[src/hw/rtl/bdq_pkg.sv]
`timescale 1ns / 1ps

package bdq_pkg;

    localparam int DEPTH_DEF = 64;
    localparam int CAP_W     = 7;
    localparam int VAL_W     = 8;
    localparam int IDX_W     = 6;
    localparam int POS_W     = 6;

    localparam logic [CAP_W-1:0] CAP_RESET = 7'd64;

    // Operation codes carried by the kind field
    typedef enum logic [3:0] {
        OP_CLEAR   = 4'd0,
        OP_PUSH    = 4'd1,
        OP_POP     = 4'd2,
        OP_SHIFT   = 4'd3,
        OP_UNSHIFT = 4'd4,
        OP_GET     = 4'd5,
        OP_SET     = 4'd6,
        OP_FINDF   = 4'd7,
        OP_FINDL   = 4'd8,
        OP_REMOVE  = 4'd9
    } op_t;

    // Update broadcast to every cell
    typedef enum logic [2:0] {
        CMD_HOLD  = 3'd0,
        CMD_CLEAR = 3'd1,
        CMD_LOAD  = 3'd2,
        CMD_DOWN  = 3'd3,
        CMD_UP    = 3'd4,
        CMD_TRIM  = 3'd5
    } cell_cmd_t;

    // How a cell raises its hit flag into the select tree
    typedef enum logic [1:0] {
        LEAF_NONE  = 2'd0,
        LEAF_AT    = 2'd1,
        LEAF_MATCH = 2'd2
    } leaf_t;

    typedef struct packed {
        cell_cmd_t          cmd;
        leaf_t              leaf;
        logic [VAL_W-1:0]   value;
        logic [CAP_W-1:0]   target;
        logic [CAP_W-1:0]   cap;
    } cell_ctrl_t;

    // Saturate to the built depth, zero acts as one
    function automatic logic [CAP_W-1:0] eff_cap(input logic [CAP_W-1:0] c, input int depth);
        logic [CAP_W-1:0] r;
        r = c;
        if (32'(c) > depth)
        begin
            r = CAP_W'(depth);
        end
        if (r == '0)
        begin
            r = CAP_W'(1);
        end
        return r;
    endfunction

endpackage

[src/hw/rtl/bdq_cell.sv]
`timescale 1ns / 1ps

module bdq_cell
    import bdq_pkg::*;
#(
    parameter int DEPTH = DEPTH_DEF,
    parameter int POS   = 0
)
(
    input  logic             clk,
    input  logic             rst_n,
    input  cell_ctrl_t       ctrl,
    input  logic [VAL_W-1:0] left_data,
    input  logic [VAL_W-1:0] right_data,
    output logic [VAL_W-1:0] data,
    output logic             hit
);

    localparam int PW = ($clog2(DEPTH) > CAP_W) ? $clog2(DEPTH) : CAP_W;
    localparam logic [PW-1:0] MY_POS = PW'(POS);

    logic [VAL_W-1:0] data_reg;
    logic [VAL_W-1:0] data_next;
    logic [PW-1:0]    target_w;
    logic [PW-1:0]    cap_w;

    assign target_w = PW'(ctrl.target);
    assign cap_w    = PW'(ctrl.cap);

    always_comb
    begin
        data_next = data_reg;
        unique case (ctrl.cmd)
            CMD_HOLD:  data_next = data_reg;
            CMD_CLEAR: data_next = '0;
            CMD_LOAD:
            begin
                if (MY_POS == target_w)
                begin
                    data_next = ctrl.value;
                end
            end
            CMD_DOWN:
            begin
                // close up toward the front from target onward
                if (MY_POS >= target_w)
                begin
                    data_next = right_data;
                end
            end
            CMD_UP:
            begin
                if (MY_POS == '0)
                begin
                    data_next = ctrl.value;
                end
                else if (MY_POS < cap_w)
                begin
                    data_next = left_data;
                end
            end
            CMD_TRIM:
            begin
                if (MY_POS >= cap_w)
                begin
                    data_next = '0;
                end
            end
            default: data_next = data_reg;
        endcase
    end

    always_comb
    begin
        unique case (ctrl.leaf)
            LEAF_NONE:  hit = 1'b0;
            LEAF_AT:    hit = (MY_POS == target_w);
            LEAF_MATCH: hit = (MY_POS < cap_w) && (data_reg == ctrl.value);
            default:    hit = 1'b0;
        endcase
    end

    always_ff @(posedge clk or negedge rst_n)
    begin
        if (!rst_n)
        begin
            data_reg <= '0;
        end
        else
        begin
            data_reg <= data_next;
        end
    end

    assign data = data_reg;

endmodule

[src/hw/rtl/bdq_tree.sv]
`timescale 1ns / 1ps

module bdq_tree
    import bdq_pkg::*;
#(
    parameter int DEPTH = DEPTH_DEF
)
(
    input  logic                      clk,
    input  logic                      last,
    input  logic [DEPTH-1:0]          leaf_hit,
    input  logic [VAL_W-1:0]          leaf_data [DEPTH],
    output logic                      root_hit,
    output logic [$clog2(DEPTH)-1:0]  root_pos,
    output logic [VAL_W-1:0]          root_data
);

    localparam int LW = $clog2(DEPTH);
    localparam int NL = 1 << LW;

    // heap order: node n has children 2n and 2n+1, leaves sit at NL..2NL-1
    logic             hit_reg [1:2*NL-1];
    logic [LW-1:0]    pos_reg [1:2*NL-1];
    logic [VAL_W-1:0] dat_reg [1:2*NL-1];

    genvar g;

    for (g = 0; g < NL; g++)
    begin : g_leaf
        if (g < DEPTH)
        begin : g_real
            always_ff @(posedge clk)
            begin
                hit_reg[NL+g] <= leaf_hit[g];
                pos_reg[NL+g] <= LW'(g);
                dat_reg[NL+g] <= leaf_data[g];
            end
        end
        else
        begin : g_pad
            always_ff @(posedge clk)
            begin
                hit_reg[NL+g] <= 1'b0;
                pos_reg[NL+g] <= LW'(g);
                dat_reg[NL+g] <= '0;
            end
        end
    end

    for (g = 1; g < NL; g++)
    begin : g_node
        logic take_right;

        // first match prefers the lower half, last match the upper half
        assign take_right = last ? hit_reg[2*g+1] : !hit_reg[2*g];

        always_ff @(posedge clk)
        begin
            hit_reg[g] <= hit_reg[2*g] | hit_reg[2*g+1];
            pos_reg[g] <= take_right ? pos_reg[2*g+1] : pos_reg[2*g];
            dat_reg[g] <= take_right ? dat_reg[2*g+1] : dat_reg[2*g];
        end
    end

    assign root_hit  = hit_reg[1];
    assign root_pos  = pos_reg[1];
    assign root_data = dat_reg[1];

endmodule

[src/hw/rtl/byte_deque_array_store_top.sv]
`timescale 1ns / 1ps

// Byte deque with indexed access and search, kept in a row of byte cells.
// Input channel (in_valid/in_stall) carries one request: kind, value, index,
// end_index. Output channel (out_valid/out_stall) returns one result per
// request: read_value, found, position, fill_count, accepted.
// Configuration channel (cfg_valid/cfg_ready) writes capacity; it is ready
// only while no request is in work.
// Work per request, from acceptance to out_valid:
//   clear, push, shift, unshift, set, unused kinds and refused range
//   removals: result loaded directly, with no wait;
//   pop, get, find-first, find-last: result once the registered select
//   tree over the cells has carried the query to its root;
//   range removal: one cell step per removed entry, then the result.
// One request is in work at a time; the next is taken the cycle after the
// previous result is loaded into the output register.
// A stalled result holds in the output register; a finished request waits
// for that register to empty before it updates the cells.
// Reset clears every cell and the fill count and sets capacity to 64.

module byte_deque_array_store_top
    import bdq_pkg::*;
#(
    parameter int DEPTH = DEPTH_DEF
)
(
    input  logic             clk,
    input  logic             rst_n,

    input  logic             cfg_valid,
    output logic             cfg_ready,
    input  logic [CAP_W-1:0] capacity,

    input  logic             in_valid,
    output logic             in_stall,
    input  logic [3:0]       kind,
    input  logic [VAL_W-1:0] value,
    input  logic [IDX_W-1:0] index,
    input  logic [CAP_W-1:0] end_index,

    output logic             out_valid,
    input  logic             out_stall,
    output logic [VAL_W-1:0] read_value,
    output logic             found,
    output logic [POS_W-1:0] position,
    output logic [CAP_W-1:0] fill_count,
    output logic             accepted
);

    localparam int LW = $clog2(DEPTH);
    // leaf register plus one register per tree level
    localparam logic [CAP_W-1:0] TREE_LAT = CAP_W'(LW + 1);

    typedef enum logic [1:0] {
        ST_IDLE = 2'b01,
        ST_EXEC = 2'b10
    } state_t;

    state_t           state_reg, state_next;

    // held request
    logic [3:0]       kind_reg;
    logic [VAL_W-1:0] value_reg;
    logic [IDX_W-1:0] index_reg;
    logic [CAP_W-1:0] end_reg;

    logic [CAP_W-1:0] cnt_reg, cnt_next;
    logic [CAP_W-1:0] count_reg, count_next;
    logic [CAP_W-1:0] capacity_reg;

    logic             out_valid_reg, out_valid_next;
    logic [VAL_W-1:0] read_value_reg;
    logic             found_reg;
    logic [POS_W-1:0] position_reg;
    logic [CAP_W-1:0] fill_count_reg;
    logic             accepted_reg;

    // cell row and select tree
    cell_ctrl_t       ctrl;
    logic [VAL_W-1:0] cell_data  [DEPTH];
    logic [VAL_W-1:0] left_data  [DEPTH];
    logic [VAL_W-1:0] right_data [DEPTH];
    logic [DEPTH-1:0] cell_hit;
    logic             root_hit;
    logic [LW-1:0]    root_pos;
    logic [VAL_W-1:0] root_data;
    logic             find_last;

    // decoded request
    logic [CAP_W-1:0] cap_eff;
    logic [CAP_W-1:0] cfg_cap;
    logic             cfg_fire;
    logic             in_fire;
    logic             out_free;
    logic             op_ok;
    logic             wait_done;
    logic             step;
    logic             finish;
    cell_cmd_t        fin_cmd;
    leaf_t            leaf_sel;
    logic [CAP_W-1:0] target_sel;
    logic [CAP_W-1:0] count_after;
    logic [CAP_W-1:0] dif;
    logic [VAL_W-1:0] rd_sel;
    logic             found_sel;
    logic [POS_W-1:0] pos_sel;

    assign cap_eff  = eff_cap(capacity_reg, DEPTH);
    assign cfg_cap  = eff_cap(capacity, DEPTH);

    assign cfg_ready = (state_reg == ST_IDLE);
    assign in_stall  = (state_reg != ST_IDLE);
    assign cfg_fire  = cfg_valid && cfg_ready;
    assign in_fire   = in_valid && !in_stall;
    assign out_free  = !out_valid_reg || !out_stall;

    assign dif       = end_reg - CAP_W'(index_reg);
    assign find_last = (kind_reg == OP_FINDL);

    // Decode the held request into its cell update, tree query and result
    always_comb
    begin
        op_ok       = 1'b0;
        wait_done   = 1'b1;
        step        = 1'b0;
        fin_cmd     = CMD_HOLD;
        leaf_sel    = LEAF_NONE;
        target_sel  = '0;
        count_after = count_reg;
        rd_sel      = '0;
        found_sel   = 1'b0;
        pos_sel     = '0;
        unique case (kind_reg)
            OP_CLEAR:
            begin
                op_ok       = 1'b1;
                fin_cmd     = CMD_CLEAR;
                count_after = '0;
            end
            OP_PUSH:
            begin
                op_ok      = (count_reg < cap_eff);
                target_sel = count_reg;
                if (op_ok)
                begin
                    fin_cmd     = CMD_LOAD;
                    count_after = count_reg + CAP_W'(1);
                end
            end
            OP_POP:
            begin
                op_ok      = (count_reg != '0);
                leaf_sel   = LEAF_AT;
                target_sel = count_reg - CAP_W'(1);
                wait_done  = (cnt_reg == TREE_LAT);
                if (op_ok)
                begin
                    rd_sel      = root_data;
                    count_after = count_reg - CAP_W'(1);
                end
            end
            OP_SHIFT:
            begin
                op_ok = (count_reg != '0);
                if (op_ok)
                begin
                    fin_cmd     = CMD_DOWN;
                    rd_sel      = cell_data[0];
                    count_after = count_reg - CAP_W'(1);
                end
            end
            OP_UNSHIFT:
            begin
                op_ok = (cap_eff > CAP_W'(1));
                if (op_ok)
                begin
                    fin_cmd = CMD_UP;
                    if (count_reg < cap_eff)
                    begin
                        count_after = count_reg + CAP_W'(1);
                    end
                end
            end
            OP_GET:
            begin
                op_ok      = (CAP_W'(index_reg) < count_reg);
                leaf_sel   = LEAF_AT;
                target_sel = CAP_W'(index_reg);
                wait_done  = (cnt_reg == TREE_LAT);
                if (op_ok)
                begin
                    rd_sel = root_data;
                end
            end
            OP_SET:
            begin
                op_ok      = (CAP_W'(index_reg) < cap_eff);
                target_sel = CAP_W'(index_reg);
                if (op_ok)
                begin
                    fin_cmd = CMD_LOAD;
                end
            end
            OP_FINDF, OP_FINDL:
            begin
                op_ok     = 1'b1;
                leaf_sel  = LEAF_MATCH;
                wait_done = (cnt_reg == TREE_LAT);
                found_sel = root_hit;
                if (root_hit)
                begin
                    pos_sel = POS_W'(root_pos);
                end
            end
            OP_REMOVE:
            begin
                op_ok      = (CAP_W'(index_reg) < end_reg) && (end_reg <= count_reg);
                target_sel = CAP_W'(index_reg);
                step       = op_ok && (cnt_reg < dif);
                wait_done  = !step;
                if (op_ok)
                begin
                    count_after = count_reg - dif;
                end
            end
            default:
            begin
                op_ok = 1'b0;
            end
        endcase
    end

    assign finish = (state_reg == ST_EXEC) && wait_done && out_free;

    // Drive the cell row: trim on a capacity write, step during a range
    // removal, apply the final update when the result is loaded for output
    always_comb
    begin
        ctrl.cmd    = CMD_HOLD;
        ctrl.leaf   = LEAF_NONE;
        ctrl.value  = value_reg;
        ctrl.target = target_sel;
        ctrl.cap    = cap_eff;
        if (state_reg == ST_IDLE)
        begin
            if (cfg_fire)
            begin
                ctrl.cmd = CMD_TRIM;
                ctrl.cap = cfg_cap;
            end
        end
        else
        begin
            ctrl.leaf = leaf_sel;
            if (step)
            begin
                ctrl.cmd = CMD_DOWN;
            end
            else if (finish)
            begin
                ctrl.cmd = fin_cmd;
            end
        end
    end

    genvar g;

    for (g = 0; g < DEPTH; g++)
    begin : g_cell
        if (g == 0)
        begin : g_first
            assign left_data[g] = '0;
        end
        else
        begin : g_inner_l
            assign left_data[g] = cell_data[g-1];
        end

        if (g == DEPTH - 1)
        begin : g_last
            assign right_data[g] = '0;
        end
        else
        begin : g_inner_r
            assign right_data[g] = cell_data[g+1];
        end

        bdq_cell #(
            .DEPTH (DEPTH),
            .POS   (g)
        ) u_cell (
            .clk        (clk),
            .rst_n      (rst_n),
            .ctrl       (ctrl),
            .left_data  (left_data[g]),
            .right_data (right_data[g]),
            .data       (cell_data[g]),
            .hit        (cell_hit[g])
        );
    end

    bdq_tree #(
        .DEPTH (DEPTH)
    ) u_tree (
        .clk       (clk),
        .last      (find_last),
        .leaf_hit  (cell_hit),
        .leaf_data (cell_data),
        .root_hit  (root_hit),
        .root_pos  (root_pos),
        .root_data (root_data)
    );

    // Sequencer: take a request, count tree or removal cycles, release
    always_comb
    begin
        state_next = state_reg;
        cnt_next   = cnt_reg;
        unique case (state_reg)
            ST_IDLE:
            begin
                if (in_fire)
                begin
                    state_next = ST_EXEC;
                    cnt_next   = '0;
                end
            end
            ST_EXEC:
            begin
                if (finish)
                begin
                    state_next = ST_IDLE;
                end
                else if (!wait_done)
                begin
                    cnt_next = cnt_reg + CAP_W'(1);
                end
            end
            default:
            begin
                state_next = ST_IDLE;
            end
        endcase
    end

    always_comb
    begin
        count_next = count_reg;
        if (cfg_fire)
        begin
            // drop the fill count to the new capacity
            if (count_reg > cfg_cap)
            begin
                count_next = cfg_cap;
            end
        end
        else if (finish)
        begin
            count_next = count_after;
        end
    end

    always_comb
    begin
        out_valid_next = out_valid_reg;
        if (finish)
        begin
            out_valid_next = 1'b1;
        end
        else if (!out_stall)
        begin
            out_valid_next = 1'b0;
        end
    end

    always_ff @(posedge clk or negedge rst_n)
    begin
        if (!rst_n)
        begin
            state_reg     <= ST_IDLE;
            cnt_reg       <= '0;
            count_reg     <= '0;
            capacity_reg  <= CAP_RESET;
            out_valid_reg <= 1'b0;
        end
        else
        begin
            state_reg     <= state_next;
            cnt_reg       <= cnt_next;
            count_reg     <= count_next;
            out_valid_reg <= out_valid_next;
            if (cfg_fire)
            begin
                capacity_reg <= capacity;
            end
        end
    end

    // Request and result payload
    always_ff @(posedge clk)
    begin
        if (in_fire)
        begin
            kind_reg  <= kind;
            value_reg <= value;
            index_reg <= index;
            end_reg   <= end_index;
        end
        if (finish)
        begin
            read_value_reg <= rd_sel;
            found_reg      <= found_sel;
            position_reg   <= pos_sel;
            fill_count_reg <= count_after;
            accepted_reg   <= op_ok;
        end
    end

    assign out_valid  = out_valid_reg;
    assign read_value = read_value_reg;
    assign found      = found_reg;
    assign position   = position_reg;
    assign fill_count = fill_count_reg;
    assign accepted   = accepted_reg;

endmodule

[config.mk]
export PLATFORM = sky130hd
export DESIGN_NAME = byte_deque_array_store_top
export DESIGN_NICKNAME = d
export VERILOG_FILES = /design/src/hw/rtl/bdq_pkg.sv /design/src/hw/rtl/bdq_cell.sv /design/src/hw/rtl/bdq_tree.sv /design/src/hw/rtl/byte_deque_array_store_top.sv
export SDC_FILE = /design/constraint.sdc
export NUM_CORES = 2
export LEC_CHECK = 0
export BUFFER_PORTS_ARGS = -buffer_cell sky130_fd_sc_hd__buf_2
export CELL_PAD_IN_SITES_DETAIL_PLACEMENT = 1
export CELL_PAD_IN_SITES_GLOBAL_PLACEMENT = 2
export CORE_MARGIN = 5
export CORE_UTILIZATION = 25
export CTS_BUF_LIST = sky130_fd_sc_hd__clkbuf_16
export CTS_CLUSTER_SIZE = 40
export DETAILED_ROUTE_END_ITERATION = 8
export PLACE_DENSITY_LB_ADDON = 0.1
export REMOVE_ABC_BUFFERS = 1
export SYNTH_ARGS = -nofsm -noshare
export SYNTH_HDL_FRONTEND = slang
export SYNTH_SLANG_ARGS = --single-unit
[constraint.sdc]
create_clock -name clk -period 9.66 [get_ports clk]
set_input_delay 0.966 -clock clk [delete_from_list [all_inputs] [get_ports clk]]
set_output_delay 0.966 -clock clk [all_outputs]
set_load 0.05 [all_outputs]
# Word-level counts from Yosys, hierarchy flattened
# Memory sizes are Yosys's and may differ from the RTL's. A register that Yosys moved wholly into a read port is not among the register bits.
# Cells that the tools add are included.
[word_totals]
elab_cells = 1593
n_memories = 3
ramBits = 1905
latch_bits = 0
rom_bits = 0
reg_bits = 578
[classes]
multipliers = 0
add_sub_neg = 5
reduce_logical = 221
n_mux = 614
n_shift = 0
order_cmp = 202
div = 0
bitwise_logic = 63
n_eq_ne = 408
[mem_list]
columns = ["memory", "words", "width", "rd", "rd_clocked_by_memory_dff", "wr", "line", "text"]
rows = [
  ["u_tree.dat_reg", 127, 8, 127, 0, 127, "bdq_tree.sv:24", "logic [VAL_W-1:0] dat_reg [1:2*NL-1];"],
  ["u_tree.pos_reg", 127, 6, 127, 1, 127, "bdq_tree.sv:23", "logic [LW-1:0] pos_reg [1:2*NL-1];"],
  ["u_tree.hit_reg", 127, 1, 127, 0, 127, "bdq_tree.sv:22", "logic hit_reg [1:2*NL-1];"],
]
[ops]
columns = ["op", "n"]
rows = [
  ["$mux 8", 321],
  ["$pmux 8 s5", 64],
  ["$ne 2x1->1 const B", 259],
  ["$eq 8x8->1", 64],
  ["$ge 6x7->1 const A", 64],
  ["$mux 6", 63],
  ["$reduce_and 5->1", 63],
  ["$eq 6x7->1 const A", 32],
  ["$ge 5x7->1 const A", 32],
  ["$lt 6x7->1 const A", 32],
  ["$pmux 1 s2", 65],
  ["$eq 5x7->1 const A", 16],
  ["$ge 4x7->1 const A", 16],
  ["$lt 5x7->1 const A", 16],
  ["$mux 7", 16],
  ["$logic_and 1x1->1", 70],
  ["$logic_not 1->1", 68],
  ["$mux 1", 66],
  ["$or 1x1->1", 63],
  ["$eq 4x7->1 const A", 8],
  ["$ge 3x7->1 const A", 8],
  ["$lt 4x7->1 const A", 8],
  ["$pmux 7 s5", 1],
  ["$eq 3x7->1 const A", 4],
  ["47 further kinds", 94],
]

# Depth between registers and ports, before layout
[depth]
ltp_word = 13
depth_mapped = 19
depth_no_buf = 16

# Worst setup path after synthesis
# No wires, ideal clock.
[synth_timing]
path_type = "flip-flop to flip-flop"
start = "reg index_reg[0]"
end = "reg g_cell[31].u_cell.data_reg[0]"
path_slack_ps = 5418
synth_period_minus_slack_ps = 4242
n_path_buf = 3
t_required_ps = 9535
path_stages_with_launch = 18
t_arrival_ps = 4117
path_cell_list = "edfxtp_1 ha_1 inv_1 fa_1 and3_1 o21a_1 o21a_1 nor2_1 xnor2_1 ha_1 nor4_1 a21o_1 buf_2 nor3_1 buf_6 or4_1 buf_6 mux2_4"
[synth_via]
elab_chain_cells = 13
[synth_rtl]
columns = ["item", "line", "text"]
rows = [
  ["start: declaration", "byte_deque_array_store_top.sv:64", "logic [IDX_W-1:0] index_reg;"],
  ["start signal: assignment", "byte_deque_array_store_top.sv:406", "index_reg <= index;"],
  ["$sub 7x6->7 / $lt 6x7->1 (equally long branches)", "byte_deque_array_store_top.sv:117, byte_deque_array_store_top.sv:217", ""],
  ["$lt 7x7->1 / $logic_and 1x1->1 (equally long branches)", "byte_deque_array_store_top.sv:219, byte_deque_array_store_top.sv:217", ""],
  ["$logic_and 1x1->1", "byte_deque_array_store_top.sv:219", "step = op_ok && (cnt_reg < dif);"],
  ["$logic_not 1->1", "byte_deque_array_store_top.sv:220", "wait_done = !step;"],
  ["$pmux 1 s2", "byte_deque_array_store_top.sv:133", "unique case (kind_reg)"],
  ["$logic_and 1x1->1 (2 in series)", "byte_deque_array_store_top.sv:233", "assign finish = (state_reg == ST_EXEC) && wait_done && out_free;"],
  ["$mux 3", "byte_deque_array_store_top.sv:259", "else if (finish)"],
  ["$mux 3", "byte_deque_array_store_top.sv:255", "if (step)"],
  ["$mux 3", "byte_deque_array_store_top.sv:244", "if (state_reg == ST_IDLE)"],
  ["$eq 3x1->1 (tied with other cells)", "bdq_cell.sv:33", "unique case (ctrl.cmd)"],
  ["$reduce_bool 5->1 (no source line) / $ne 2x1->1 (equally long branches)", "--", ""],
  ["$reduce_and 5->1 (no source line)", "--", ""],
  ["end signal: assignment", "bdq_cell.sv:91", "data_reg <= data_next;"],
  ["end: declaration", "bdq_cell.sv:22", "logic [VAL_W-1:0] data_reg;"],
]
# Several ways; a longest one is shown, not always the timed one.
# A chain may end at the register's enable or synchronous reset.

# Final worst setup path
[layout_timing]
start = "reg count_reg[2]"
end = "reg g_cell[19].u_cell.data_reg[6]"
[layout_via]
elab_chain_cells = 13
[layout_rtl]
columns = ["item", "line", "text"]
rows = [
  ["start: declaration", "byte_deque_array_store_top.sv:68", "logic [CAP_W-1:0] count_reg, count_next;"],
  ["start signal: assignment", "byte_deque_array_store_top.sv:390", "count_reg <= count_next;"],
  ["$le 7x7->1", "byte_deque_array_store_top.sv:217", "op_ok = (CAP_W'(index_reg) < end_reg) && (end_reg <= count_reg);"],
  ["$logic_and 1x1->1", "byte_deque_array_store_top.sv:217", ""],
  ["$logic_and 1x1->1", "byte_deque_array_store_top.sv:219", ""],
  ["$logic_not 1->1", "byte_deque_array_store_top.sv:220", ""],
  ["$pmux 1 s2", "byte_deque_array_store_top.sv:133", ""],
  ["$logic_and 1x1->1 (2 in series)", "byte_deque_array_store_top.sv:233", ""],
  ["$mux 3", "byte_deque_array_store_top.sv:259", ""],
  ["$mux 3", "byte_deque_array_store_top.sv:255", ""],
  ["$mux 3", "byte_deque_array_store_top.sv:244", ""],
  ["$eq 3x1->1 (tied with other cells)", "bdq_cell.sv:33", ""],
  ["$reduce_bool 5->1 (no source line) / $ne 2x1->1 (equally long branches)", "--", ""],
  ["$reduce_and 5->1 (no source line)", "--", ""],
  ["end signal: assignment", "bdq_cell.sv:91", ""],
  ["end: declaration", "bdq_cell.sv:22", ""],
]
# Several ways; a longest one is shown, not always the timed one.

==> impl_metrics.yaml <==
clocking:
  cts_resized: 0
  post-cts-setup-buffer-count: 0
  cts-root-buf: "clkbuf_16"
  clkTransAtPathRegs_ps: 60
  clk_path_buf_depth: 4
  htreeDepth: 4
  cts_buffers: 219
  clock_sinks: 1847
  hold_buffers: 0
  insertion_delay_ps: 910
  cts_tree: "done"
flow_run:
  cap_violations: 0
global_routing:
  grtUsageTotal_pct: 22.1
  grt_max_degree: 154
  grt_pass1_vias: 58511
  grt_first_pass_wirelength_um: 482000
  grt_antenna_before_repair: 34
  globalRouteOverflowTotal: 0
die:
  die_w_um: 551
  rows: 198
  die_h_um: 551
  ios: 63
  dieArea_sq_mm: 0.303
  design.core.area_sq_mm: 0.291
  start_util_pct: 25.1
route:
  route.met2.wl_um: 152000
  vias: 55830
  avgViaCountPerCell: 4.96
  ant_nets: 0
  highest_layer: "met5"
  drcViolationCount: 0
  drtIter0Drc: 3913
  m1WireLength_um: 168000
  wirelength_um: 343000
  firstDrtPassIters: 5
  drt-wirelength-per-cell_um: 30.5
  wl_met3_um: 14000
worst_setup_path:
  worst_setup_path_start_kind: "flop"
  worst_setup_path_end_kind: "flop"
  worstPathMaxFanout: 16
  required_ps: 10450
  r2r-start: "count_reg[2]"
  crit_type: "flop to flop"
  arrival_ps: 6790
  startpoint: "count_reg[2]"
placed_design:
  dp_hpwl_um: 239000
  place_area_sq_mm: 0.0781
  place_inst: 10824
  portBuffers: 62
  finalWeightedCongestion: 0.813
timing:
  max_slew.worst_pin.slew_ps: 1300
  clock_skew_ps: 47.2
  finalMaxSlewViolations: 0
  setup_viol: 0
  finalHoldViolCount: 0
  tns_ps: 0
  finalCritPeriodShare_pct: 62.1
  fmax_ghz: 0.167
  rsz0062_at_grt: "no"
  period_minus_slack_ps: 6000
  relSlewSlack_pct: 12.6
synthesis:
  synthArstFlopShare_pct: 29.0
  ys_ff_latch: 1847
  synth_edf_count: 48
  seq_area_frac_synth_pct: 55.0
  yosys_most_used_dff: "dfxtp_1"
  synth_warnings: 0
  synth_cell_types: 101
  syn_area_per_cell_sq_um: 10.3
  synthCells: 7089
  syn-cell-area_sq_mm: 0.0730
pwr:
  vdd_drop_max_mv: 0.147
  power.density_mw_per_mm2: 274
  p_leak_nw: 36.4
outcome:
  status: "complete, no violations"
cells_and_area:
  largest_reg_flops: 1016
  final_cell_area_sq_mm: 0.0851
  fin_nets: 7234
  syn2layout_area_growth_pct: 16.5
  final_cells: 11245
  final_common_cell: "nand2_1"
  drive_gt1_share_pct: 14.9
  final_core_util_pct: 29.2
  final_cell_mix: "nand2_1, dfxtp_1, dfrtp_1"
min_path:
  hp-class: "input port to asynchronous set/reset pin"
Yosys cell counts (all sizes together) (89+ instances only):
cell type  count  area share (%)
o21ai        177             1.2
nand4        100            0.86
xor2         215             2.6
a221o        398             5.5
a221oi       111             1.5
dfrtp        534              18
dfxtp       1263              35
a21oi        160             1.1
mux2         413             6.4
xnor2        314             3.8
nand2       1885             9.7
o2bb2ai       89             1.1
clkbuf       271             1.4
nor2         182            0.94
buf          121            0.82
path summary, 6_finish.rpt:
path,to,slack (ps),cells past startpoint
min in group clk,value_reg[6],240,1
worst min-delay path,count_reg[1],100,1
worst max register to register,g_cell[19].u_cell.data[6],3660,10
max in group asynchronous,g_cell[3].u_cell.data[3],7530,3
worst max-delay path,g_cell[19].u_cell.data[6],3660,10
worst min register to register,u_tree.dat_reg[0][168],400,2
power breakdown:
part	switching, W	internal [W]
Combinational	0.00445	0.00177
Sequential	0.000651	0.00830
Clock	0.00352	0.00459
Total	0.00862	0.0147
area by class of cell:
| cell class | count | area (sq um) |
|---|---|---|
| fill | 32469 | 206000 |
| tap | 3900 | 4880 |
| clock buffer | 230 | 5760 |
| clock inverter | 179 | 1180 |
| timing repair buffer | 228 | 1640 |
| antenna | 11 | 27.5 |
| sequential | 1847 | 40100 |
| inverter | 110 | 413 |
| multi-input combinational | 4740 | 31000 |
layer usage:
layer,vias up,GRT usage (%)
li1,24996,-
met1,28998,32.1
met2,1374,34.6
met3,458,2.83
met4,4,5.71
met5,-,0
metrics by stage:
step / power [W] / setup WS, ps / hold slack (ps)
after global routing: 0.0242 / 3380 / 109
after global placement: 0.0152 / 3710 / 398
after detailed placement: 0.0153 / 3710 / 402
after CTS: 0.0235 / 3740 / 56.1
after floorplan: 0.0123 / -29970 / 385
final: 0.0233 / 3660 / 97.1
kinds of logic (layout without fill, tap and decap cells):
logic type / count (synthesis) / in the layout / share of synthesized area (%)
xor gates and xnor gates: 529 / 529 / 6.34
other: 0 / 11 / 0
AOI/OAI and AO/OA: 1165 / 1165 / 13.5
and+or+nand+nor: 2544 / 2544 / 14.7
buffers and inverters: 502 / 747 / 2.77
DFF: 1847 / 1847 / 55.0
adders and majority gates: 54 / 54 / 0.935
muxes: 448 / 448 / 6.89
critical path, stage by stage (launching register included):
cell and delay [ps]:
dfrtp_1 630, nor3_1 890, a31oi_1 260, o21ai_0 970, nand3_1 160, buf_4 300, nor2_1 560, nand2_1 120
a311oi_1 1030, nand2_1 550, mux2_2 420
Power figures use the tool's default switching activity.
